--- config.mk ---
export PLATFORM = sky130hd
export DESIGN_NAME = kppm_cfg
export DESIGN_NICKNAME = d
export VERILOG_FILES = /design/src/hdl/kppm_pkg.sv /design/src/hdl/kppm_cfg.sv
export SDC_FILE = /design/constraint.sdc
export NUM_CORES = 1
export LEC_CHECK = 0
export ABC_CLOCK_PERIOD_IN_PS = 1100
export BUFFER_PORTS_ARGS = -buffer_cell sky130_fd_sc_hd__buf_2
export CAP_MARGIN = 30
export CORE_ASPECT_RATIO = 0.75
export CORE_UTILIZATION = 32
export DETAILED_ROUTE_END_ITERATION = 8
export PLACE_DENSITY = 0.75
export SETUP_SLACK_MARGIN = 0.2
export SYNTH_ARGS = -nofsm -noshare
export SYNTH_HDL_FRONTEND = slang
export SYNTH_SLANG_ARGS = --single-unit
--- constraint.sdc ---
create_clock -name i_clk -period 1.1 [get_ports i_clk]
set_input_delay 0.22 -clock i_clk [delete_from_list [all_inputs] [get_ports i_clk]]
set_output_delay 0.22 -clock i_clk [all_outputs]
set_load 0.05 [all_outputs]
--- src/hdl/kppm_pkg.sv ---
// Shared types and constants of the keyed palette pixel merge.
// Holds the key color table, register indexes, operation codes and
// the structs passed between modules. Depends on nothing.
`timescale 1ns / 1ps

package kppm_pkg;

    localparam int PIXEL_W  = 8;
    localparam int COLOR_W  = 24;
    localparam int DIM_W    = 13;
    localparam int MARGIN_W = 8;
    localparam int APB_AW   = 4;
    localparam int APB_DW   = 32;

    localparam logic [DIM_W-1:0]    WIDTH_RESET  = 13'd640;
    localparam logic [DIM_W-1:0]    HEIGHT_RESET = 13'd480;
    localparam logic [MARGIN_W-1:0] MARGIN_RESET = 8'd2;

    localparam int KEY_TABLE_SIZE = 24;

    localparam logic [COLOR_W-1:0] KEY_COLORS [KEY_TABLE_SIZE] = '{
        24'h803020, 24'h803830, 24'h884038,
        24'h904030, 24'h984038, 24'h985850, 24'h986860, 24'h989898,
        24'hA06060, 24'hA07870, 24'hA08078, 24'hA08880, 24'hA09088, 24'hA0A0A0,
        24'hB09888, 24'hB0A8A0, 24'hB0B0B0, 24'hB8B8B8, 24'hB8C8C0,
        24'hC0C0C0, 24'hC0A098, 24'hC0B8B0, 24'hC8C8C8,
        24'hD0D0D0
    };

    typedef enum logic [1:0] {
        REG_WIDTH  = 2'd0,
        REG_HEIGHT = 2'd1,
        REG_MARGIN = 2'd2
    } t_reg_idx;

    typedef enum logic {
        OP_PALETTE_WRITE = 1'b0,
        OP_PIXEL         = 1'b1
    } t_op;

    typedef struct packed {
        logic [DIM_W-1:0]    width;
        logic [DIM_W-1:0]    height;
        logic [MARGIN_W-1:0] margin;
    } t_cfg;

    typedef struct packed {
        logic in_window;
        logic end_frame;
    } t_pos_info;

endpackage

--- src/hdl/kppm_cfg.sv ---
// APB register file of the keyed palette pixel merge.
// Holds image width, image height and border margin; uses kppm_pkg.
`timescale 1ns / 1ps

module kppm_cfg (
    input  logic                              i_clk,
    input  logic                              i_rst_n,
    input  logic                              psel,
    input  logic                              penable,
    input  logic                              pwrite,
    input  logic [kppm_pkg::APB_AW-1:0]       paddr,
    input  logic [kppm_pkg::APB_DW-1:0]       pwdata,
    output logic [kppm_pkg::APB_DW-1:0]       prdata,
    output logic                              pready,
    output kppm_pkg::t_cfg                    o_cfg
);

    kppm_pkg::t_cfg     r_cfg;
    kppm_pkg::t_cfg     n_cfg;
    kppm_pkg::t_reg_idx reg_idx;
    logic               wr_en;

    assign pready  = 1'b1;
    assign reg_idx = kppm_pkg::t_reg_idx'(paddr[3:2]);
    assign wr_en   = psel && penable && pwrite && pready;

    always_comb begin
        n_cfg = r_cfg;
        if (wr_en) begin
            unique case (reg_idx)
                kppm_pkg::REG_WIDTH:  n_cfg.width  = pwdata[kppm_pkg::DIM_W-1:0];
                kppm_pkg::REG_HEIGHT: n_cfg.height = pwdata[kppm_pkg::DIM_W-1:0];
                kppm_pkg::REG_MARGIN: n_cfg.margin = pwdata[kppm_pkg::MARGIN_W-1:0];
                default: n_cfg = r_cfg;
            endcase
        end
    end

    always_comb begin
        unique case (reg_idx)
            kppm_pkg::REG_WIDTH:  prdata = kppm_pkg::APB_DW'(r_cfg.width);
            kppm_pkg::REG_HEIGHT: prdata = kppm_pkg::APB_DW'(r_cfg.height);
            kppm_pkg::REG_MARGIN: prdata = kppm_pkg::APB_DW'(r_cfg.margin);
            default:              prdata = '0;
        endcase
    end

    always_ff @(posedge i_clk) begin
        if (!i_rst_n) begin
            r_cfg.width  <= kppm_pkg::WIDTH_RESET;
            r_cfg.height <= kppm_pkg::HEIGHT_RESET;
            r_cfg.margin <= kppm_pkg::MARGIN_RESET;
        end else begin
            r_cfg <= n_cfg;
        end
    end

    assign o_cfg = r_cfg;

endmodule

[Word level (Yosys, flattened, before mapping)]
Index checks and enable logic that the tools add are counted.
W data, S select, Z words.
Storage, ports and cells
  input port bits: 41
  logic and storage cells: 12
  output and inout port bits: 67
  bits in registers: 34
Operators by class
  equality and inequality tests: 2
  muxes and demuxes: 1
  reductions and logical operators: 6
Operator list (number)
  $pmux W13 S3: 1
  $reduce_and A2 Y1: 3
  $eq A2 B1 Y1 const B: 1
  $eq A2 B2 Y1 const B: 1
  $logic_and A1 B1 Y1: 2
  $logic_not A2 Y1: 1

[Depth between registers and ports, before layout]
  depth in word-level cells: 3
  gate-level depth with buffers: 6
  depth with buffers taken out: 3

[Worst setup path after synthesis]
OpenSTA, ideal clock, no wires.
  kind: register to output
  start: reg r_cfg (netlist bit o_cfg[13])
  end: out prdata[5] (netlist name)
  arrival time: 1871 ps
  cell stages (with the launch flop): 3
  path slack: -991 ps
  path through: dfxtp_1 mux2i_1 o21ai_0
Between the ends
  longest elaborated chain between the ends: 1
Ends and longest elaborated chain
  from (decl): line kppm_cfg.sv:18  | kppm_pkg::t_cfg r_cfg;
  from (signal assigned): line kppm_cfg.sv:54  | r_cfg <= n_cfg;
  $pmux W13 S3: line kppm_cfg.sv:40  | unique case (reg_idx)
  to (decl): line kppm_cfg.sv:13  | output logic [kppm_pkg::APB_DW-1:0] prdata,
Every way passes these cells.

[Final worst setup path]
  start: reg r_cfg (netlist bit o_cfg[22])
  end: out prdata[1] (netlist name)
The elaborated chain is that of the path after synthesis.

==> metrics.md <==
| Metric | Value |
|---|---|
| Status | finished, violations left |
| Failing checks | setup timing |
| Crit path capture type | primary output |
| Maxcap violations | 0 |
| Post-synth cell types | 21 |
| Met1 wire length | 2250 um |
| Primary FF master, synth | dfxtp_1 |
| Share of Yosys cell area claimed by the top area cell type | 0.380 |
| Placed inst area | 2480 um^2 |
| Io pins | 108 |
| Die Width | 88.4 um |
| Worst EP arrival | 1.04 ns |
| Die Ht | 66.8 um |
| CTS Buf Count | 5 |
| Pre-CTS WS | -0.292 ns |
| Total negative slack | -2.46 ns |
| Post-synth top cells | 48 x nand2_1, 45 x mux2i_1, 34 x dfxtp_1, 21 x buf_4, 9 x nor2b_1 |
| Worst-skew pair later-pin latency | 0.28 ns |
| Post-synthesis sequential area ratio | 0.380 |
| GR Overflow Total | 0 |
| Ant diodes | 0 |
| Critical path peak fanout | 2 |
| Fill count | 385 |
| Vias in the first global route | 1605 |
| Worst EP required | 0.88 ns |
| Number of remaining DRC errors | 0 |
| Most numerous cell in the Yosys netlist | nand2_1 |
| Cell Area, Synth | 1790 um^2 |
| Vias per cell | 4.49 |
| Combinational fraction of design power | 0.259 |
| Die area | 5910 um^2 |
| Area grow syn2layout | 95.1% |
| Largest net degree at the start of global routing | 37 |
| Initial antenna violation count | 0 |
| Fin util | 0.650 |
| Fin worst setup slack | -0.160 ns |
| Worst Skew | 0 ns |
| # port buffers | 66 |
| Gp weighted congestion | 0.750 |
| Synthesized flop and latch total | 34 |
| Switch share | 0.321 |
| 1st-pass router iterations | 3 |
| Clk sinks | 34 |
| CTS max path bufs | 2 |
| DR top layer | met4 |
| Site Rows | 23 |
| Routed wire per std cell | 14.6 um |
| Post-CTS Hold Buffers | 0 |
| Layout cell share with drive strength beyond 1 | 0.613 |
| Clock power share | 0.325 |
| Initial Utilization | 0.333 |
| Mean Syn Cell Area | 9.05 um^2 |
| Internal Power | 1980 uW |
| Root Buffer | clkbuf_8 |
| Yosys warnings | 0 |
| First-pass GRT wire length | 8000 um |
| GRT Total Usage | 0.184 |
| Maximum clock frequency | 794 MHz |
| Final nets | 342 |
| Post-synth top area cell | dfxtp_1 |
| Tmin final | 1.26 ns |
| Cell area after layout | 3500 um^2 |
| Synth top area cells | dfxtp_1 38%, mux2i_1 25%, nand2_1 10% |
| Vias | 1692 |
| Final ANT Viol Nets | 0 |
| Fin crit share | 1.15 |
| H-tree levels | 2 |
| Worst IR Drop VDD | 406 uV |
| RSZ-0062 raised after global routing | yes |
| Final Max Slew Viols | 0 |
| Worst setup SP type | register |
| Number of synthesized flops with an enable pin | 0 |
| Sequential Power Share | 0.416 |
| Setup violators final | 29 |
| Crit Path Class | reg2out |
| Met2 Wirelength | 2850 um |
| Static leakage | 0.00144 uW |
| Asr flop ratio synth | 0 |
| Post-Synthesis Cells | 198 |
| Met3 wire len | 297 um |
| Clk slew on worst S/H paths | 0.07 ns |
| P per Cell Area | 836 nW/um^2 |
| Initial DRC count | 31 |
| Core Footprint | 5380 um^2 |
| Hold Crit Class | in2reg |
| CTS tree | done |
| Routed WL | 5520 um |
| Final Hold Viols | 0 |
| Sw power | 939 uW |
| DP Wirelength | 3490 um |
| Max FFs per register | 34 |
## power by group through the flow
stage | combinational [uW] | sequential [uW] | clock, uW
after floorplan | 470 | 1310 | 0
after global placement | 585 | 1250 | 0
after detailed placement | 589 | 1250 | 0
after CTS | 728 | 1230 | 968
after global routing | 793 | 1220 | 1030
final | 756 | 1220 | 950
## final cells by class
cell class	count	area (um^2)	share of cell area
clock buffers	7	86.3	0.0247
clock inverters	1	5.00	0.00143
inverters	2	7.51	0.00215
multi-input cells	147	1240	0.354
flip-flops and latches	34	788	0.225
well taps	75	93.8	0.0268
repair buffers	111	1280	0.365
## cell families (layout without fill, tap and decap cells)
group | Yosys count | count (layout) | share of synthesized area
AO/OA/AOI/OAI | 11 | 11 | 0.0349
multiplexers | 45 | 45 | 0.251
AND/OR/NAND/NOR | 70 | 71 | 0.185
other | 2 | 20 | 0.00419
buffers and inverters | 36 | 121 | 0.145
flip-flops | 34 | 34 | 0.380
## final timing paths
path,startpoint,end,slack [ns],cells after the start
worst max-delay path,o_cfg[22],prdata[1],-0.16,3
worst min-delay path,pwdata[7],o_cfg[7],0.19,3
worst max register to register,o_cfg[9],o_cfg[9],0.19,5
worst min register to register,o_cfg[4],o_cfg[4],0.48,2
## routing by layer
metal,vias up,track usage
met5,-,0
met4,0,0.0706
met3,14,0.0520
met2,57,0.321
met1,797,0.212
li1,824,-
## through the flow
step | power (uW) | hold WS, ns | cells
floorplan | 1780 | 0.352 | 216
global placement | 1840 | 0.449 | 350
detailed placement | 1840 | 0.459 | 350
CTS | 2920 | 0.189 | 363
global route | 3030 | 0.208 | 377
finish | 2920 | 0.192 | 377
## layout by cell type (no fill, tap or decap), types with 2 or more instances in the layout
| cell type | instances |
|---|---|
| nor2b_1 | 9 |
| nor2_4 | 5 |
| conb_1 | 20 |
| dfxtp_4 | 26 |
| nand2_1 | 48 |
| buf_2 | 17 |
| nor2b_4 | 2 |
| buf_6 | 41 |
| buf_4 | 13 |
| mux2i_1 | 32 |
| buf_8 | 35 |
| o21ai_4 | 8 |
| inv_1 | 2 |
| buf_12 | 4 |
| mux2i_4 | 13 |
| o211ai_1 | 2 |
| dfxtp_2 | 8 |
| clkbuf_8 | 6 |
## timing repair
action | in CTS | in global routing
pin swaps | 6 | 4
gates cloned | 2 | 0
setup endpoints to repair | 81 | 80
resized for setup | 189 | 20
setup buffers | 3 | 14
## worst max-delay path: stages, from the launching register on
cell,delay (ns)
dfxtp_4,0.36
mux2i_4,0.17
o21ai_4,0.07
buf_8,0.15
No activity file was read; power rests on OpenSTA's default activity.
