==> config.mk <==
export PLATFORM = sky130hd
export DESIGN_NAME = kppm_position
export DESIGN_NICKNAME = d
export VERILOG_FILES = /design/src/hdl/kppm_pkg.sv /design/src/hdl/kppm_position.sv
export SDC_FILE = /design/constraint.sdc
export NUM_CORES = 1
export LEC_CHECK = 0
export ABC_AREA = 1
export BUFFER_PORTS_ARGS = -buffer_cell sky130_fd_sc_hd__buf_2
export CORE_UTILIZATION = 40
export CTS_BUF_LIST = sky130_fd_sc_hd__clkbuf_8 sky130_fd_sc_hd__clkbuf_16
export DETAILED_ROUTE_END_ITERATION = 16
export GPL_TIMING_DRIVEN = 0
export MAX_ROUTING_LAYER = met4
export PLACE_DENSITY = 0.71
export SLEW_MARGIN = 20
export SYNTH_ARGS = -nofsm -noshare
export SYNTH_HDL_FRONTEND = slang
export SYNTH_SLANG_ARGS = --single-unit
==> constraint.sdc <==
create_clock -name i_clk -period 3.14 [get_ports i_clk]
set_clock_uncertainty 0.15 [all_clocks]
set_input_delay 0.157 -clock i_clk [delete_from_list [all_inputs] [get_ports i_clk]]
set_output_delay 0.157 -clock i_clk [all_outputs]
set_load 0.03 [all_outputs]
==> src/hdl/kppm_pkg.sv <==
// Shared types and constants of the keyed palette pixel merge.
// Holds the key color table, register indexes, operation codes and
// the structs passed between modules. Depends on nothing.
`timescale 1ns / 1ps

package kppm_pkg;

    localparam int PIXEL_W  = 8;
    localparam int COLOR_W  = 24;
    localparam int DIM_W    = 13;
    localparam int MARGIN_W = 8;
    localparam int APB_AW   = 4;
    localparam int APB_DW   = 32;

    localparam logic [DIM_W-1:0]    WIDTH_RESET  = 13'd640;
    localparam logic [DIM_W-1:0]    HEIGHT_RESET = 13'd480;
    localparam logic [MARGIN_W-1:0] MARGIN_RESET = 8'd2;

    localparam int KEY_TABLE_SIZE = 24;

    localparam logic [COLOR_W-1:0] KEY_COLORS [KEY_TABLE_SIZE] = '{
        24'h803020, 24'h803830, 24'h884038,
        24'h904030, 24'h984038, 24'h985850, 24'h986860, 24'h989898,
        24'hA06060, 24'hA07870, 24'hA08078, 24'hA08880, 24'hA09088, 24'hA0A0A0,
        24'hB09888, 24'hB0A8A0, 24'hB0B0B0, 24'hB8B8B8, 24'hB8C8C0,
        24'hC0C0C0, 24'hC0A098, 24'hC0B8B0, 24'hC8C8C8,
        24'hD0D0D0
    };

    typedef enum logic [1:0] {
        REG_WIDTH  = 2'd0,
        REG_HEIGHT = 2'd1,
        REG_MARGIN = 2'd2
    } t_reg_idx;

    typedef enum logic {
        OP_PALETTE_WRITE = 1'b0,
        OP_PIXEL         = 1'b1
    } t_op;

    typedef struct packed {
        logic [DIM_W-1:0]    width;
        logic [DIM_W-1:0]    height;
        logic [MARGIN_W-1:0] margin;
    } t_cfg;

    typedef struct packed {
        logic in_window;
        logic end_frame;
    } t_pos_info;

endpackage

==> src/hdl/kppm_position.sv <==
// Raster position tracker of the keyed palette pixel merge.
// Keeps column and row counters, flags the border window and frame end.
// Uses kppm_pkg.
`timescale 1ns / 1ps

module kppm_position #(
    parameter int MAX_DIMENSION = 4096
) (
    input  logic                i_clk,
    input  logic                i_rst_n,
    input  kppm_pkg::t_cfg      i_cfg,
    input  logic                i_advance,
    output kppm_pkg::t_pos_info o_info
);

    localparam int CW = $clog2(MAX_DIMENSION);
    localparam int DW = CW + 1;
    localparam int SW = ((DW > kppm_pkg::MARGIN_W) ? DW : kppm_pkg::MARGIN_W) + 1;

    logic [CW-1:0] r_col;
    logic [CW-1:0] r_row;
    logic [CW-1:0] n_col;
    logic [CW-1:0] n_row;
    logic [DW-1:0] w_eff;
    logic [DW-1:0] h_eff;
    logic [SW-1:0] x_ext;
    logic [SW-1:0] y_ext;
    logic [SW-1:0] m_ext;
    logic [SW-1:0] w_ext;
    logic [SW-1:0] h_ext;
    logic          end_row;
    logic          end_frame;

    always_comb begin
        if (i_cfg.width == '0) begin
            w_eff = DW'(1);
        end else if (32'(i_cfg.width) > 32'(MAX_DIMENSION)) begin
            w_eff = DW'(MAX_DIMENSION);
        end else begin
            w_eff = DW'(i_cfg.width);
        end
        if (i_cfg.height == '0) begin
            h_eff = DW'(1);
        end else if (32'(i_cfg.height) > 32'(MAX_DIMENSION)) begin
            h_eff = DW'(MAX_DIMENSION);
        end else begin
            h_eff = DW'(i_cfg.height);
        end
    end

    assign x_ext = SW'(r_col);
    assign y_ext = SW'(r_row);
    assign m_ext = SW'(i_cfg.margin);
    assign w_ext = SW'(w_eff);
    assign h_ext = SW'(h_eff);

    assign end_row   = (x_ext + SW'(1)) >= w_ext;
    assign end_frame = end_row && ((y_ext + SW'(1)) >= h_ext);

    assign o_info.in_window = (x_ext >= m_ext) && ((x_ext + m_ext) < w_ext) &&
                              (y_ext >= m_ext) && ((y_ext + m_ext) < h_ext);
    assign o_info.end_frame = end_frame;

    always_comb begin
        n_col = r_col;
        n_row = r_row;
        if (i_advance) begin
            if (end_row) begin
                n_col = '0;
                n_row = end_frame ? '0 : r_row + CW'(1);
            end else begin
                n_col = r_col + CW'(1);
            end
        end
    end

    always_ff @(posedge i_clk) begin
        if (!i_rst_n) begin
            r_col <= '0;
            r_row <= '0;
        end else begin
            r_col <= n_col;
            r_row <= n_row;
        end
    end

endmodule

Yosys cells after proc, flatten, opt, wreduce, memory -nomap -nowiden
Index checks and enable logic that the tools add are counted.
{"block": "word_totals", "reg_bits": 24, "inputBits": 37, "output_inout_bits": 2, "word_cells": 29}
{"block": "classes", "addsub": 6, "magnitude_cmp": 8, "n_mux": 6, "reduce_logical": 7}
{"operator": "$mux 13", "count": 4}
{"operator": "$add 12x1->13 const B", "count": 2}
{"operator": "$add 12x8->13", "count": 2}
{"operator": "$ge 13x13->1", "count": 2}
{"operator": "$gt 13x13->1 const B", "count": 2}
{"operator": "$logic_not 13->1", "count": 2}
{"operator": "$lt 13x13->1", "count": 2}
{"operator": "$add 12x1->12 const B", "count": 2}
{"operator": "$ge 12x8->1", "count": 2}
{"operator": "$mux 12", "count": 2}
{"operator": "$logic_and 1x1->1", "count": 4}
{"operator": "$reduce_and 2->1", "count": 1}

Longest topological paths before layout
{"block": "logic_depth", "word_depth": 7, "depth_mapped": 20, "mapped_depth_nobuf": 20}

Least setup slack after synthesis
No wires, ideal clock.
{"block": "synth_timing", "path_type": "reg2out", "startpoint": "reg r_row[0]", "endpoint": "out o_info[1] (netlist name)", "arrival_ns": 3.082, "required_ns": 2.833, "setup_slack_ns": -0.249, "path_stages_with_launch": 17, "n_path_buf": 0, "cell_sequence": "dfxtp_1 -> ha_1 -> inv_1 -> fa_1 -> o31ai_1 -> nand4_1 -> nand2_1 -> nand2_1 -> xor2_1 -> ha_1 -> a21oi_1 -> o21ai_0 -> a21oi_1 -> nand3_1 -> nor2_1 -> nand2_1 -> nor2_1"}
{"item": "start: declaration", "line": "kppm_position.sv:21", "source": "logic [CW-1:0] r_row;"}
{"item": "start signal: assignment", "line": "kppm_position.sv:83", "source": "r_row <= n_row;"}
{"item": "end: declaration", "line": "kppm_position.sv:13", "source": "output kppm_pkg::t_pos_info o_info"}

==> reports/results.ini <==
[run_status]
result_of_the_run=complete, but fails checks
violations=negative setup slack

[drt]
detail_route.iter0.violations=249
routed_wl_mm=10.8
drt_wl_cell_um=13.0
drtPass1Iterations=5
vias_per_cell=5.03
drt.antenna.violating_nets=0
drcViolationCount=0
via_count=4193

[power_and_ir_drop]
design_power_total_w=0.000798
power_leakage_nw=2.53
power.clock.fraction_pct=24.6
p_int_w=0.000504
sw_frac_of_total_pct=36.9
power.share.combinational_pct=36.7
p_switching_w=0.000295
power.sequential.fraction_pct=38.6
max-vdd-ir-drop_mv=0.175
p_per_area_mw_per_mm2=161

[cts]
clk-insertion-delay-late_ps=270
cts_htree_levels=1
clk_transition_reported_paths_ps=100
holdBufCountCts=0
cts-root-buf=sky130_fd_sc_hd__clkbuf_8
cts.sink_count=24
cts_max_path_buffers=2
cts_tree=done
cts-buffers-inserted=3

[global_route]
grt_remaining_overflow=0
grt_pass1_wl_mm=18.3
maximum_number_of_pins_on_one_net_before_global_route_repair=13
first_global_vias=3975
grt_antenna_before_repair=0
grt_use_total_pct=21.0

[timing]
report.final.slew_viol_count=0
hold_violations=0
finalWorstPathRequiredPeriod_ps=3550
rsz0062_at_grt=true
whs_ps=41.9
worst_slack_ps=-412
timing.final.crit_share_pct=113
slew_headroom_pct=44.8
max_freq_ghz=0.282
report.final.setup_viol=3
worst_pin_slew_ps=828

[floorplanning]
placement_rows=36
initial_utilization_pct=41.9
top_level_ports=39
design.die.area_mm2=0.0108
core_region_area_mm2=0.00991
die_width_um=104
die_h_um=104

[worst_setup_path]
path_cells=ha_4 -> inv_1 -> fa_2 -> nand3b_1 -> nand2_2 -> a21oi_2 -> o21ai_2 -> nand2_2 -> xor2_2 -> ha_1 -> a21oi_2 -> nor2_1 -> a211oi_2 -> nand3_2 -> nor2_1 -> nand2_1 -> nor2_4 -> buf_6
reg2regPathDepth=20
critical_path.max_stage_delay_ps=370
path_max_fanout=3
timing.critical_path.required_ps=2830
worst-setup-path-type=flip-flop to output pin
worstReg2RegEnd=r_row[6]
worstSetupEndpointType=output pin
start_kind=flip-flop
r2r_start=r_row[0]
reg2reg_setup_slack_ps=0
worst_ep_arrival_time_ps=3240
crit_slowest_cell=sky130_fd_sc_hd__dfxtp_4

[final_layout]
count_of_inserted_antenna_diode_cells=0
mostFrequentLayoutCells=sky130_fd_sc_hd__nand2_1 (157), sky130_fd_sc_hd__inv_1 (81), sky130_fd_sc_hd__ha_1 (78)
filler_cell_count=986
drive_above_1_share_pct=22.0
area_growth_syn_to_layout_pct=18.9
most_common_cell_after_layout_fill_and_taps_aside=sky130_fd_sc_hd__nand2_1
finalNetCount=825

[logic_synthesis]
synth.ff_latch_count=24
synth_largest_area_cell=sky130_fd_sc_hd__ha_1
number_of_enable_type_register_cells_in_the_synthesized_netlist=0
sequential_share_of_the_synthesized_area_pct=11.6
synth_ff_type=sky130_fd_sc_hd__dfxtp_1
synthCells=642
largest_cells_by_area_after_synthesis=sky130_fd_sc_hd__ha_1 (25%), sky130_fd_sc_hd__nand2_1 (15%), sky130_fd_sc_hd__dfxtp_1 (12%)
fraction_of_synthesis_flops_using_an_asynchronous_set_or_reset_pin_pct=0
ys_types=38
mappedNetlistArea_mm2=0.00416
mappedNetlistNets=765
synthDominantCellAreaShare_pct=25.3
synth_warnings=0
synth.avg_cell_area_um2=6.47

[hold_path]
worstHoldPathType=input port to flip-flop
hold_depth=3
min_to=r_col[0]
holdCritStartpoint=i_advance

[run]
max-cap-violations=0

[placed_design]
detailedPlace.worstSlack_ps=-708
buffer_ports.inserted=37
detailed_place_hpwl_mm=8.94
place_congestion=0.868

## what timing repair did
action / 4_1_cts / 5_1_grt
pin swaps: 23 / 16
setup endpoints to repair: 6 / 14
setup buffers: 10 / 8
resized for setup: 40 / 29
## stage by stage
| stage | setup TNS, ps | instances | utilization (%) | area (um2) |
|---|---|---|---|---|
| after floorplan | 0 | 642 | - | 4170 |
| after global routing | -2170 | 833 | 49.9 | 4940 |
| after detailed placement | -852 | 812 | 45.6 | 4520 |
| final | -541 | 833 | 49.9 | 4940 |
| after global placement | -687 | 812 | 45.6 | 4520 |
| after CTS | -588 | 825 | 48.2 | 4780 |
## layout make-up
| class | count | area [um2] | share of cell area [%] |
|---|---|---|---|
| Tap cell | 133 | 166 | 3.37 |
| Sequential cell | 24 | 493 | 9.97 |
| Timing Repair Buffer | 55 | 337 | 6.81 |
| Clock buffer | 3 | 41.3 | 0.835 |
| Inverter | 89 | 334 | 6.76 |
| Multi-Input combinational cell | 517 | 3500 | 70.8 |
| Buffer | 12 | 70.1 | 1.42 |
## cell usage after synthesis (9+ instances only)
cell type and count:
sky130_fd_sc_hd__ha_1 84, sky130_fd_sc_hd__nor3_1 9, sky130_fd_sc_hd__nor2_1 60, sky130_fd_sc_hd__nand3_1 30, sky130_fd_sc_hd__nand2_1 164, sky130_fd_sc_hd__inv_1 85, sky130_fd_sc_hd__a21oi_1 48, sky130_fd_sc_hd__o21ai_0 16
sky130_fd_sc_hd__xor2_1 32, sky130_fd_sc_hd__nand2_2 10, sky130_fd_sc_hd__nand4_1 16, sky130_fd_sc_hd__dfxtp_1 24
## worst max path at each step
stage	start	endpoint
4_1_cts	r_col[0]	o_info[1]
3_5_place_dp	r_col[0]	o_info[1]
5_1_grt	r_col[0]	o_info[1]
6_report	r_col[0]	o_info[1]
3_3_place_gp	r_row[0]	o_info[1]
2_1_floorplan	r_col[0]	o_info[1]
## worst max-delay path: cells and delay by family, from the launching register on
family	cells	cell delay, ps
flip-flops	1	370
AO/OA/AOI/OAI	4	620
adder cells (fa/ha/maj)	3	790
XOR/XNOR	1	150
AND/OR/NAND/NOR	8	840
buffers and inverters	2	180
## state kept, by name, indices dropped and copies added, names as in the netlist
register,flops
r_row,12
r_col,12
## per-layer routing
| metal | up-vias | wire length (um) | global-route usage (%) |
|---|---|---|---|
| met1 | 1904 | 5200 | 27.6 |
| met3 | 8 | 498 | 3.01 |
| li1 | 2195 | - | - |
| met5 | - | 0 | - |
| met2 | 86 | 4980 | 34.8 |
| met4 | 0 | 123 | 3.06 |
## power groups by stage
stage / registers, W / logic [W] / clock network (W)
after floorplan: 0.000316 / 0.000188 / 0
after global placement: 0.000317 / 0.000262 / 0
after detailed placement: 0.000318 / 0.000271 / 0
after CTS: 0.000309 / 0.000284 / 0.000202
after global routing: 0.000309 / 0.000334 / 0.000215
final: 0.000308 / 0.000293 / 0.000197
## cells by family after synthesis
| group | share of synthesized area (%) |
|---|---|
| AO/OA/AOI/OAI | 11.6 |
| XOR/XNOR | 7.59 |
| adder cells (fa/ha/maj) | 26.2 |
| buffers and inverters | 9.72 |
| flip-flops | 11.6 |
| AND/OR/NAND/NOR | 33.2 |
(Power assumes the default switching activity.)
