## src/hdl/kppm_pkg.sv

```systemverilog
// Shared types and constants of the keyed palette pixel merge.
// Holds the key color table, register indexes, operation codes and
// the structs passed between modules. Depends on nothing.
`timescale 1ns / 1ps

package kppm_pkg;

    localparam int PIXEL_W  = 8;
    localparam int COLOR_W  = 24;
    localparam int DIM_W    = 13;
    localparam int MARGIN_W = 8;
    localparam int APB_AW   = 4;
    localparam int APB_DW   = 32;

    localparam logic [DIM_W-1:0]    WIDTH_RESET  = 13'd640;
    localparam logic [DIM_W-1:0]    HEIGHT_RESET = 13'd480;
    localparam logic [MARGIN_W-1:0] MARGIN_RESET = 8'd2;

    localparam int KEY_TABLE_SIZE = 24;

    localparam logic [COLOR_W-1:0] KEY_COLORS [KEY_TABLE_SIZE] = '{
        24'h803020, 24'h803830, 24'h884038,
        24'h904030, 24'h984038, 24'h985850, 24'h986860, 24'h989898,
        24'hA06060, 24'hA07870, 24'hA08078, 24'hA08880, 24'hA09088, 24'hA0A0A0,
        24'hB09888, 24'hB0A8A0, 24'hB0B0B0, 24'hB8B8B8, 24'hB8C8C0,
        24'hC0C0C0, 24'hC0A098, 24'hC0B8B0, 24'hC8C8C8,
        24'hD0D0D0
    };

    typedef enum logic [1:0] {
        REG_WIDTH  = 2'd0,
        REG_HEIGHT = 2'd1,
        REG_MARGIN = 2'd2
    } t_reg_idx;

    typedef enum logic {
        OP_PALETTE_WRITE = 1'b0,
        OP_PIXEL         = 1'b1
    } t_op;

    typedef struct packed {
        logic [DIM_W-1:0]    width;
        logic [DIM_W-1:0]    height;
        logic [MARGIN_W-1:0] margin;
    } t_cfg;

    typedef struct packed {
        logic in_window;
        logic end_frame;
    } t_pos_info;

endpackage

```

## src/hdl/kppm_merge.sv

```systemverilog
// Key color match and index selection of the keyed palette pixel merge.
// Compares both palette colors against the key table; uses kppm_pkg.
`timescale 1ns / 1ps

module kppm_merge #(
    parameter int KEY_COLOR_COUNT = 24
) (
    input  logic [kppm_pkg::COLOR_W-1:0] i_base_color,
    input  logic [kppm_pkg::COLOR_W-1:0] i_over_color,
    input  logic [kppm_pkg::PIXEL_W-1:0] i_base_pixel,
    input  logic [kppm_pkg::PIXEL_W-1:0] i_over_pixel,
    input  kppm_pkg::t_pos_info          i_info,
    output logic [kppm_pkg::PIXEL_W-1:0] o_result_pixel,
    output logic                         o_replaced,
    output logic                         o_last_in_frame
);

    logic base_key;
    logic over_key;
    logic take;

    always_comb begin
        base_key = 1'b0;
        over_key = 1'b0;
        for (int i = 0; i < kppm_pkg::KEY_TABLE_SIZE; i++) begin
            if (i < KEY_COLOR_COUNT) begin
                if (kppm_pkg::KEY_COLORS[i] == i_base_color) begin
                    base_key = 1'b1;
                end
                if (kppm_pkg::KEY_COLORS[i] == i_over_color) begin
                    over_key = 1'b1;
                end
            end
        end
    end

    assign take            = i_info.in_window && base_key && !over_key;
    assign o_result_pixel  = take ? i_over_pixel : i_base_pixel;
    assign o_replaced      = take;
    assign o_last_in_frame = i_info.end_frame;

endmodule

```

## config.mk

```make
export PLATFORM = sky130hd
export DESIGN_NAME = kppm_merge
export DESIGN_NICKNAME = d
export VERILOG_FILES = /design/src/hdl/kppm_pkg.sv /design/src/hdl/kppm_merge.sv
export SDC_FILE = /design/constraint.sdc
export NUM_CORES = 1
export LEC_CHECK = 0
export BUFFER_PORTS_ARGS = -buffer_cell sky130_fd_sc_hd__buf_2
export CAP_MARGIN = 40
export CORE_MARGIN = 3
export CORE_UTILIZATION = 43
export DETAILED_ROUTE_END_ITERATION = 10
export PLACE_DENSITY = 0.81
export SYNTH_ARGS = -nofsm -noshare
export SYNTH_HDL_FRONTEND = slang
export SYNTH_SLANG_ARGS = --single-unit
```

## constraint.sdc

```tcl
create_clock -name vclk -period 3.6
set_input_delay 0.72 -clock vclk [all_inputs]
set_output_delay 0.72 -clock vclk [all_outputs]
set_load 0.01 [all_outputs]
```

**Word level (Yosys, flattened, before mapping)**

Index checks and enable logic that the tools add are counted.
Widths: inputs -> output; s select.

- Bits in registers: 0
- Input port bits: 66

- Mux-type cells: 49
- Equal/unequal tests: 48
- Reduce and logical (&&, ||, !) cells: 3

Operator list:

| cell | count |
|---|---|
| $eq 24x24->1 const A | 48 |
| $mux 1 | 48 |
| $mux 8 | 1 |
| $logic_and 1x1->1 | 2 |
| $logic_not 1->1 | 1 |

**Logic depth before layout (Yosys ltp)**

Gate-level depths: netlist (run 1).

- Word-level depth: 28
- Mapped depth: 8
- Gate-level depth less buffers: 7

**Least setup slack after synthesis (run 1)**

OpenSTA, ideal clock, no wires.

- Path kind: in2out
- Start point: input i_base_color[1] (netlist bit)
- End point: output o_result_pixel[0] (netlist bit)
- Path buffers: 0
- Arrival: 2.824 ns
- Stages: 7
- Data required time: 2.880 ns
- Path slack: 0.056 ns
- Cells stage by stage: or4_4 -> nor3_4 -> nand2_1 -> nor4_2 -> a2111oi_1 -> a311oi_4 -> mux2_2

- Cells in the longest elaborated chain, start to end: 28
- Elaborated cells on any way between the ends: 51
- Those cells by class: 24 x eq/ne; 25 x mux; 2 x reduce/logical

Ends and longest elaborated chain:

| what | line | source |
|---|---|---|
| start, declared | kppm_merge.sv:8 | `input logic [kppm_pkg::COLOR_W-1:0] i_base_color,` |
| $eq 24x24->1 | kppm_merge.sv:27 | `if (kppm_pkg::KEY_COLORS[i] == i_base_color) begin` |
| $mux 1 (23 in series) | kppm_merge.sv:27 |  |
| $mux 1 * | kppm_merge.sv:27 |  |
| $logic_and 1x1->1 * (2 in series) | kppm_merge.sv:37 | `assign take = i_info.in_window && base_key && !over_key;` |
| $mux 8 * | kppm_merge.sv:38 | `assign o_result_pixel = take ? i_over_pixel : i_base_pixel;` |
| end, declared | kppm_merge.sv:13 | `output logic [kppm_pkg::PIXEL_W-1:0] o_result_pixel,` |

Mark *: on every way between the ends. The rest lies on a longest branch, timed or not.

**Worst setup path in the final report (run 1)**

- Start point: input i_base_color[4] (netlist bit)
- End point: output o_result_pixel[7] (netlist bit)

Same word-level chain as after synthesis.

==> reports/metrics.csv, run 1 <==
stage,metric,value,unit
logic_synthesis,Cells after Synth,196,
run_status,failing checks,setup timing,
timing,final worst path period share,103.6,%
timing,Fmax,268.2,MHz
worst_setup_path,"Max FO, Critical Path",8,
pwr,Leakage,0.9980,nW
hold_path,Hold Path Class,input port to output pin,
layout,Finished Layout Cells,356,
global_route,GRT Util Overall,25.75,%
worst_setup_path,CP top delay family,simple AND/OR/NAND/NOR gates,
global_route,initial antenna violation count,0,
timing,setup TNS,-1.075,ns
global_route,largest net degree at the start of global routing,13,
layout,# fillers,226,
worst_setup_path,CP endpoint kind,output pin,
place,hpwl dp,3968,um
floorplanning,initial core utilization,45.41,%
pwr,Power Dens Cells,75.86,nW/um^2
timing,Fin Hold WS,1.440,ns
layout,Area Overhead vs Synth,76.19,%
logic_synthesis,Mapped Area,1398,um^2
place,DP Worst Slack,-0.2058,ns
layout,Reg area,0,um^2
timing,final-report hold violation count,0,
global_route,aggregate global routing overflow,0,
pwr,peak supply drop,0.04718,mV
timing,fin. max-slew vios,0,
place,dpl cell area,2079,um^2
drt,drt first-iter violations,198,
global_route,first-pass GRT wire length,8907,um
pwr,Total Power,0.1868,mW
timing,Worst-Margin Slew,0.4096,ns
timing,Max-slew headroom,72.64,%
logic_synthesis,synthesized area per cell,7.131,um^2
drt,"antenna viol nets, final",0,
floorplanning,Die H,63.01,um
worst_setup_path,CP Launch Type,input port,
layout,design area,2462,um^2
place,placed insts,345,
layout,"commonest non-fill, non-tap cell in the layout",buf_2,
worst_setup_path,Worst Path Buf+Inv,3,
logic_synthesis,"Seq/Total Area, Yosys",0,%
worst_setup_path,Worst path slowest cell,or4_4,
timing,Setup WS post-layout,-0.1281,ns
layout,clock buf count,0,
global_route,vias in the first global route,2126,
layout,seq_cells,0,
layout,area of the multi-input gates,1509,um^2
floorplanning,IO Count,76,
worst_setup_path,CP most frequent cell,buf_6,
place,gpl congestion,0.9602,
drt,routed wire length,5811,um
drt,DRC Markers,0,
drt,Vias,2256,
worst_setup_path,Required @ worst endpoint,2.88,ns
timing,unrepaired setup endpoints after global routing,yes,
run,Max Cap Viol,0,
drt,Routed wire per std cell,16.32,um
worst_setup_path,crit-path cells,buf_2 -> or4_4 -> o41ai_4 -> a31oi_1 -> or2_4 -> a311oi_4 -> buf_6 -> mux2_4 -> buf_6,
logic_synthesis,syn nets,262,
floorplanning,core area,3078,um^2
logic_synthesis,Yosys cell types,57,
worst_setup_path,"Largest stage delay, worst path",0.57,ns
floorplanning,Horiz. Die Dim,63.01,um
layout,fraction of layout cells with a size suffix above 1,56.41,%
layout,# nets final,380,
timing,final setup fails,9,
place,PortBufs,74,
layout,diode count,0,
layout,Final Core Density,80.00,%
worst_setup_path,crit path DAT,3.01,ns
layout,"commonest non-fill, non-tap cells in the layout","buf_2, buf_4, nand2_1",
worst_setup_path,WS Path Type,input port to output pin,
timing,minimum clock period,3.728,ns
floorplanning,die area,3970,um^2
drt,Pre-Repair DR Iteration Count,5,
run_status,outcome,"complete, but fails checks",
drt,via-per-instance ratio,6.337,
floorplanning,Core Rows,20,
logic_synthesis,warnings from Yosys,0,
[cell usage after synthesis, drive strengths merged, types with 4 or more instances]
cell / count / area, um^2
or3: 4 / 25.02
nor2: 13 / 48.80
a31oi: 6 / 37.54
a21oi: 5 / 25.02
nand3: 8 / 40.04
nor4: 10 / 68.81
nor3: 7 / 46.30
nor4b: 5 / 58.80
nand4: 6 / 37.54
nor4bb: 9 / 90.09
or4bb: 4 / 45.04
mux2: 8 / 90.09
or4: 5 / 45.04
a2111oi: 4 / 36.29
o21ai: 7 / 35.03
clkbuf: 10 / 58.81
nand3b: 4 / 30.03
buf: 5 / 30.02
nand2: 19 / 71.32
inv: 4 / 15.01
[worst paths after layout]
check  cells after the start  slack, ns            start           endpoint
min                        0       1.44        i_info[0]    o_last_in_frame
max                        9      -0.13  i_base_color[4]  o_result_pixel[7]
[kinds of logic (layout without fill, tap and decap cells)]
kind of cell	count (synthesis)	count (layout)	share of synthesized area [%]
and+or+nand+nor	123	123	60.70
buffers and inverters	19	135	7.430
xor gates and xnor gates	1	1	0.6268
muxes	9	9	7.162
AOI/OAI and AO/OA	44	44	24.08
[power breakdown]
group | switching [mW] | internal, mW
clock | 0 | 0
combinational | 0.0885 | 0.0983
sequential | 0 | 0
total | 0.0885 | 0.0983
[per-layer routing]
layer	wire [um]	part of all wire [%]	GRT usage, %
met1	2219	38	30.73
met2	2994	52	47.83
met3	414	7.1	1.978
met4	182	3.1	8.264
met5	0	0	0
[area by class of cell]
cell class | count | share of cell area (%)
timing repair buffer | 131 | 35.87
tap | 44 | 2.236
multi-input combinational | 177 | 61.28
inverter | 4 | 0.6098
[timing repair]
item / in CTS / in global routing
endpoints found under the setup margin: 8 / 9
setup buffers: 6 / 5
hold buffers: 0 / 0
resized for setup: 26 / 33
pin swaps: 9 / 16
No activity file was read; power rests on OpenSTA's default activity.
==> run 2: changes to the inputs <==
--- a/config.mk
+++ b/config.mk
@@ -10,6 +10,7 @@
 export CORE_MARGIN = 3
 export CORE_UTILIZATION = 43
 export DETAILED_ROUTE_END_ITERATION = 10
+export GPL_TIMING_DRIVEN = 0
 export PLACE_DENSITY = 0.81
 export SYNTH_ARGS = -nofsm -noshare
 export SYNTH_HDL_FRONTEND = slang
==> reports/metrics.csv, run 2 (synthesis gave the netlist of run 1 again) <==
stage,metric,value,unit,change
run_status,failing checks,setup timing,,
hold_path,worst hold path startpoint,i_info[0],,
run_status,outcome,"complete, but fails checks",,
timing,Setup WS post-layout,-0.1713,ns,-0.04319 ns
timing,Worst-Margin Slew,0.6649,ns,+0.2553 ns
floorplanning,initial core utilization,45.41,%,unchanged
hold_path,Hold Path Class,input port to output pin,,
timing,Fmax,265.2,MHz,-1.1%
timing,final worst path period share,104.8,%,+1.2 points
layout,fraction of layout cells with a size suffix above 1,45.05,%,-11 points
worst_setup_path,Required @ worst endpoint,2.88,ns,about the same
floorplanning,die area,3970,um^2,unchanged
drt,Vias,2032,,-9.9%
drt,via-per-instance ratio,6.410,,+1.2%
layout,Final Core Density,63.66,%,-16 points
layout,Reg area,0,um^2,unchanged
layout,# nets final,341,,-10%
worst_setup_path,CP endpoint kind,output pin,,
place,gpl congestion,0.8838,,-8.0%
drt,routed wire length,4819,um,-17%
timing,final setup fails,8,,-1
pwr,Power Dens Cells,71.31,nW/um^2,-6.0%
drt,DRC Markers,0,,unchanged
layout,design area,1959,um^2,-20%
layout,clock buf count,0,,unchanged
timing,unrepaired setup endpoints after global routing,yes,,
timing,Max-slew headroom,55.07,%,-18 points
worst_setup_path,Worst Setup SP,i_base_color[8],,
global_route,GRT Util Overall,22.58,%,-3.2 points
drt,Routed wire per std cell,15.20,um,-6.9%
layout,seq_cells,0,,unchanged
floorplanning,IO Count,76,,unchanged
pwr,peak supply drop,0.03593,mV,-24%
floorplanning,Core Rows,20,,unchanged
floorplanning,core area,3078,um^2,unchanged
global_route,largest net degree at the start of global routing,12,,-1
global_route,initial antenna violation count,0,,unchanged
floorplanning,Die H,63.01,um,unchanged
drt,Pre-Repair DR Iteration Count,5,,unchanged
worst_setup_path,CP Launch Type,input port,,
layout,"commonest non-fill, non-tap cell in the layout",buf_2,,
pwr,Leakage,0.7145,nW,-28%
worst_setup_path,"Max FO, Critical Path",7,,-1
floorplanning,Horiz. Die Dim,63.01,um,unchanged
place,PortBufs,71,,-4.1%
timing,minimum clock period,3.771,ns,+0.04319 ns
layout,diode count,0,,unchanged
drt,drt first-iter violations,177,,-11%
layout,# fillers,291,,+29%
place,dpl cell area,1808,um^2,-13%
worst_setup_path,crit path DAT,3.05,ns,+0.04 ns
layout,Area Overhead vs Synth,40.20,%,
global_route,aggregate global routing overflow,0,,unchanged
drt,"antenna viol nets, final",0,,unchanged
run,Max Cap Viol,0,,unchanged
worst_setup_path,WS Path Type,input port to output pin,,
layout,"commonest non-fill, non-tap cells in the layout","buf_2, nand2_1, nor2_1",,
timing,final-report hold violation count,0,,unchanged
global_route,vias in the first global route,1834,,-14%
global_route,first-pass GRT wire length,7817,um,-12%
timing,fin. max-slew vios,0,,unchanged
place,hpwl dp,3636,um,-8.4%
run 2: repair_timing:
item,4_1_cts,5_1_grt
setup buffers,10,2
hold buffers,0,0
gates resized for setup,8,12
pin swaps,5,4
setup endpoints to repair,9,9
run 2: report_power, final:
part	switching (mW)	internal [mW]
combinational	0.0748	0.0649
clock	0	0
sequential	0	0
total	0.0748	0.0649
run 2: worst paths after layout:
kind	endpoint	slack, ns	cells past startpoint
worst max-delay path	o_result_pixel[3]	-0.17	10
worst min-delay path	o_last_in_frame	1.62	2
run 2: area by class of cell:
class                           count  area (um^2)  area share (%)
Multi-Input combinational cell    177         1391           71.01
Timing Repair Buffer               78        411.6           21.01
Buffer                             14        86.33           4.406
Tap cell                           44        55.05           2.810
Inverter                            4        15.01          0.7663
run 2: critical path, cell delays in order:
cell and delay, ns:
buf_2 0.10, or4_4 0.59, nor3_4 0.22, nand2_2 0.11, nor4_4 0.32, a2111oi_2 0.09
a311oi_4 0.26, buf_6 0.17, mux2_2 0.33, buf_2 0.14
run 2: stage by stage:
step                power (mW)  TNS [ns]  cells  setup slack [ns]  hold WS, ns
finish                  0.1397    -1.315    317           -0.1713        1.625
global route            0.1528    -2.376    317           -0.3058        1.641
CTS                     0.1317    -1.740    320           -0.2060        1.627
detailed placement      0.1293    -3.305    311           -0.4078        1.627
global placement        0.1260    -3.350    311           -0.4164        1.626
floorplan              0.06703         0    196           0.05584        1.532
run 2: metal layers:
layer / vias to the layer above / global-route usage (%) / wire length [um]
met3: 22 / 1.439 / 390
met2: 127 / 40.58 / 2344
met1: 913 / 28.37 / 1918
li1: 970 / - / -
met4: 0 / 6.887 / 167
met5: - / 0 / 0
==> run 3: changes to the inputs <==
--- a/config.mk
+++ b/config.mk
@@ -11,7 +11,7 @@
 export CORE_UTILIZATION = 43
 export DETAILED_ROUTE_END_ITERATION = 10
 export GPL_TIMING_DRIVEN = 0
-export PLACE_DENSITY = 0.81
+export PLACE_DENSITY_LB_ADDON = 0.05
 export SYNTH_ARGS = -nofsm -noshare
 export SYNTH_HDL_FRONTEND = slang
 export SYNTH_SLANG_ARGS = --single-unit
==> reports/metrics.csv, run 3 (synthesis gave the netlist of run 1 again) <==
stage,metric,value,unit,change
layout,# nets final,338,,-0.88%
clock_network,Post-CTS Hold Fix Bufs,0,,unchanged
run_status,outcome,"complete, but fails checks",,
pwr,Leakage,0.7305,nW,+2.2%
timing,Setup WS post-layout,-0.1593,ns,+0.01204 ns
timing,Fin Hold WS,1.627,ns,+0.001890 ns
worst_setup_path,"Max FO, Critical Path",6,,-1
run,Max Cap Viol,0,,unchanged
place,gpl congestion,0.8882,,+0.50%
place,DP Worst Slack,-0.4416,ns,-0.03373 ns
floorplanning,Core Rows,20,,unchanged
hold_path,Worst Hold End,o_last_in_frame,,
drt,via-per-instance ratio,6.006,,-6.3%
layout,"commonest non-fill, non-tap cell in the layout",buf_2,,
worst_setup_path,WS Path Type,input port to output pin,,
drt,Routed wire per std cell,14.74,um,-3.0%
timing,final setup fails,8,,unchanged
timing,Worst-Margin Slew,0.5488,ns,-0.1161 ns
global_route,largest net degree at the start of global routing,11,,-1
drt,routed wire length,4629,um,-3.9%
worst_setup_path,Required @ worst endpoint,2.88,ns,about the same
layout,Area Overhead vs Synth,43.60,%,
drt,drt first-iter violations,94,,-47%
timing,unrepaired setup endpoints after global routing,yes,,
hold_path,Hold Path Class,input port to output pin,,
hold_path,Worst Hold Depth,2,,unchanged
timing,final-report hold violation count,0,,unchanged
timing,Max-slew headroom,62.89,%,+7.8 points
layout,"commonest non-fill, non-tap cells in the layout","buf_2, nand2_1, nor2_1",,
layout,seq_cells,0,,unchanged
layout,fraction of layout cells with a size suffix above 1,44.07,%,-0.98 points
layout,Reg area,0,um^2,unchanged
drt,"antenna viol nets, final",0,,unchanged
hold_path,worst hold path startpoint,i_info[0],,
pwr,Power Dens Cells,73.43,nW/um^2,+3.0%
global_route,initial antenna violation count,0,,unchanged
place,hpwl dp,3577,um,-1.6%
place,placed insts,311,,unchanged
floorplanning,die area,3970,um^2,unchanged
timing,setup TNS,-1.124,ns,+0.1914 ns
run_status,failing checks,setup timing,,
worst_setup_path,CP endpoint kind,output pin,,
layout,diode count,0,,unchanged
timing,minimum clock period,3.759,ns,-0.01204 ns
layout,Final Core Density,65.20,%,+1.5 points
global_route,vias in the first global route,1740,,-5.1%
drt,DRC Markers,0,,unchanged
timing,fin. max-slew vios,0,,unchanged
drt,Vias,1886,,-7.2%
layout,# fillers,303,,+4.1%
layout,clock buf count,0,,unchanged
timing,final worst path period share,104.4,%,-0.33 points
floorplanning,Horiz. Die Dim,63.01,um,unchanged
global_route,GRT Util Overall,21.33,%,-1.2 points
worst_setup_path,crit path DAT,3.04,ns,about the same
layout,Finished Layout Cells,314,,-0.95%
floorplanning,Die H,63.01,um,unchanged
pwr,peak supply drop,0.05294,mV,+47%
place,PortBufs,71,,unchanged
worst_setup_path,CP Launch Type,input port,,
global_route,first-pass GRT wire length,7376,um,-5.6%
global_route,aggregate global routing overflow,0,,unchanged
floorplanning,initial core utilization,45.41,%,unchanged
timing,Fmax,266.0,MHz,+0.32%
floorplanning,IO Count,76,,unchanged
floorplanning,core area,3078,um^2,unchanged
drt,Pre-Repair DR Iteration Count,4,,-1
==> run 3: cell count changes in the layout (fill, tap and decap cells not counted), moves of 2 or more <==
| cell | before | now |
|---|---|---|
| buf_2 | 74 | 65 |
| buf_6 | 1 | 10 |
| buf_4 | 8 | 4 |
| mux2_2 | 8 | 4 |
| mux2_4 | 0 | 4 |
| o41ai_2 | 0 | 2 |
==> run 3: repair_timing <==
item                                    in CTS  in global routing
gates resized for setup                     29                  7
pin swaps                                    2                  0
endpoints found under the setup margin       9                  9
setup buffers                                2                  1
==> run 3: where the power goes <==
part           internal (mW)  switching [mW]
combinational         0.0724          0.0749
sequential                 0               0
clock                      0               0
total                 0.0724          0.0749
==> run 3: per-layer routing <==
layer / up-vias / GRT usage [%] / wire length [um]
met2: 47 / 43.48 / 2540
met5: - / 0 / 0
met3: 4 / 0.7194 / 151
li1: 963 / - / -
met1: 872 / 24.79 / 1908
met4: 0 / 1.928 / 29
==> run 3: area by class of cell <==
type | count | area [um^2] | share of cell area, %
buffer | 15 | 93.84 | 4.676
inverter | 4 | 15.01 | 0.7481
multi-input combinational | 177 | 1405 | 70.01
tap | 44 | 55.05 | 2.743
timing repair buffer | 74 | 437.9 | 21.82
==> run 3: per-stage QoR <==
step / power (mW) / area (um^2)
2_1_floorplan: 0.06703 / 1398
3_3_place_gp: 0.1277 / 1808
3_5_place_dp: 0.1289 / 1808
4_1_cts: 0.1432 / 1963
5_1_grt: 0.1607 / 2007
6_report: 0.1474 / 2007
==> run 3: worst max path at each step <==
stage,from,to,slack [ns],cells past startpoint
after floorplan,i_base_color[1],o_result_pixel[0],0.06,7
after global placement,i_base_color[17],o_result_pixel[7],-0.48,8
after detailed placement,i_base_color[17],o_result_pixel[2],-0.44,8
after CTS,i_base_color[1],o_result_pixel[7],-0.14,10
after global routing,i_base_color[1],o_result_pixel[4],-0.28,10
final,i_base_color[1],o_result_pixel[7],-0.16,10
==> run 3: worst max-delay path, stage by stage <==
cell	delay, ns
buf_6	0.09
or4_4	0.59
nor3_4	0.20
nand2_1	0.15
nor4_4	0.31
a2111oi_2	0.08
a311oi_4	0.27
buf_6	0.17
mux2_2	0.34
buf_6	0.12
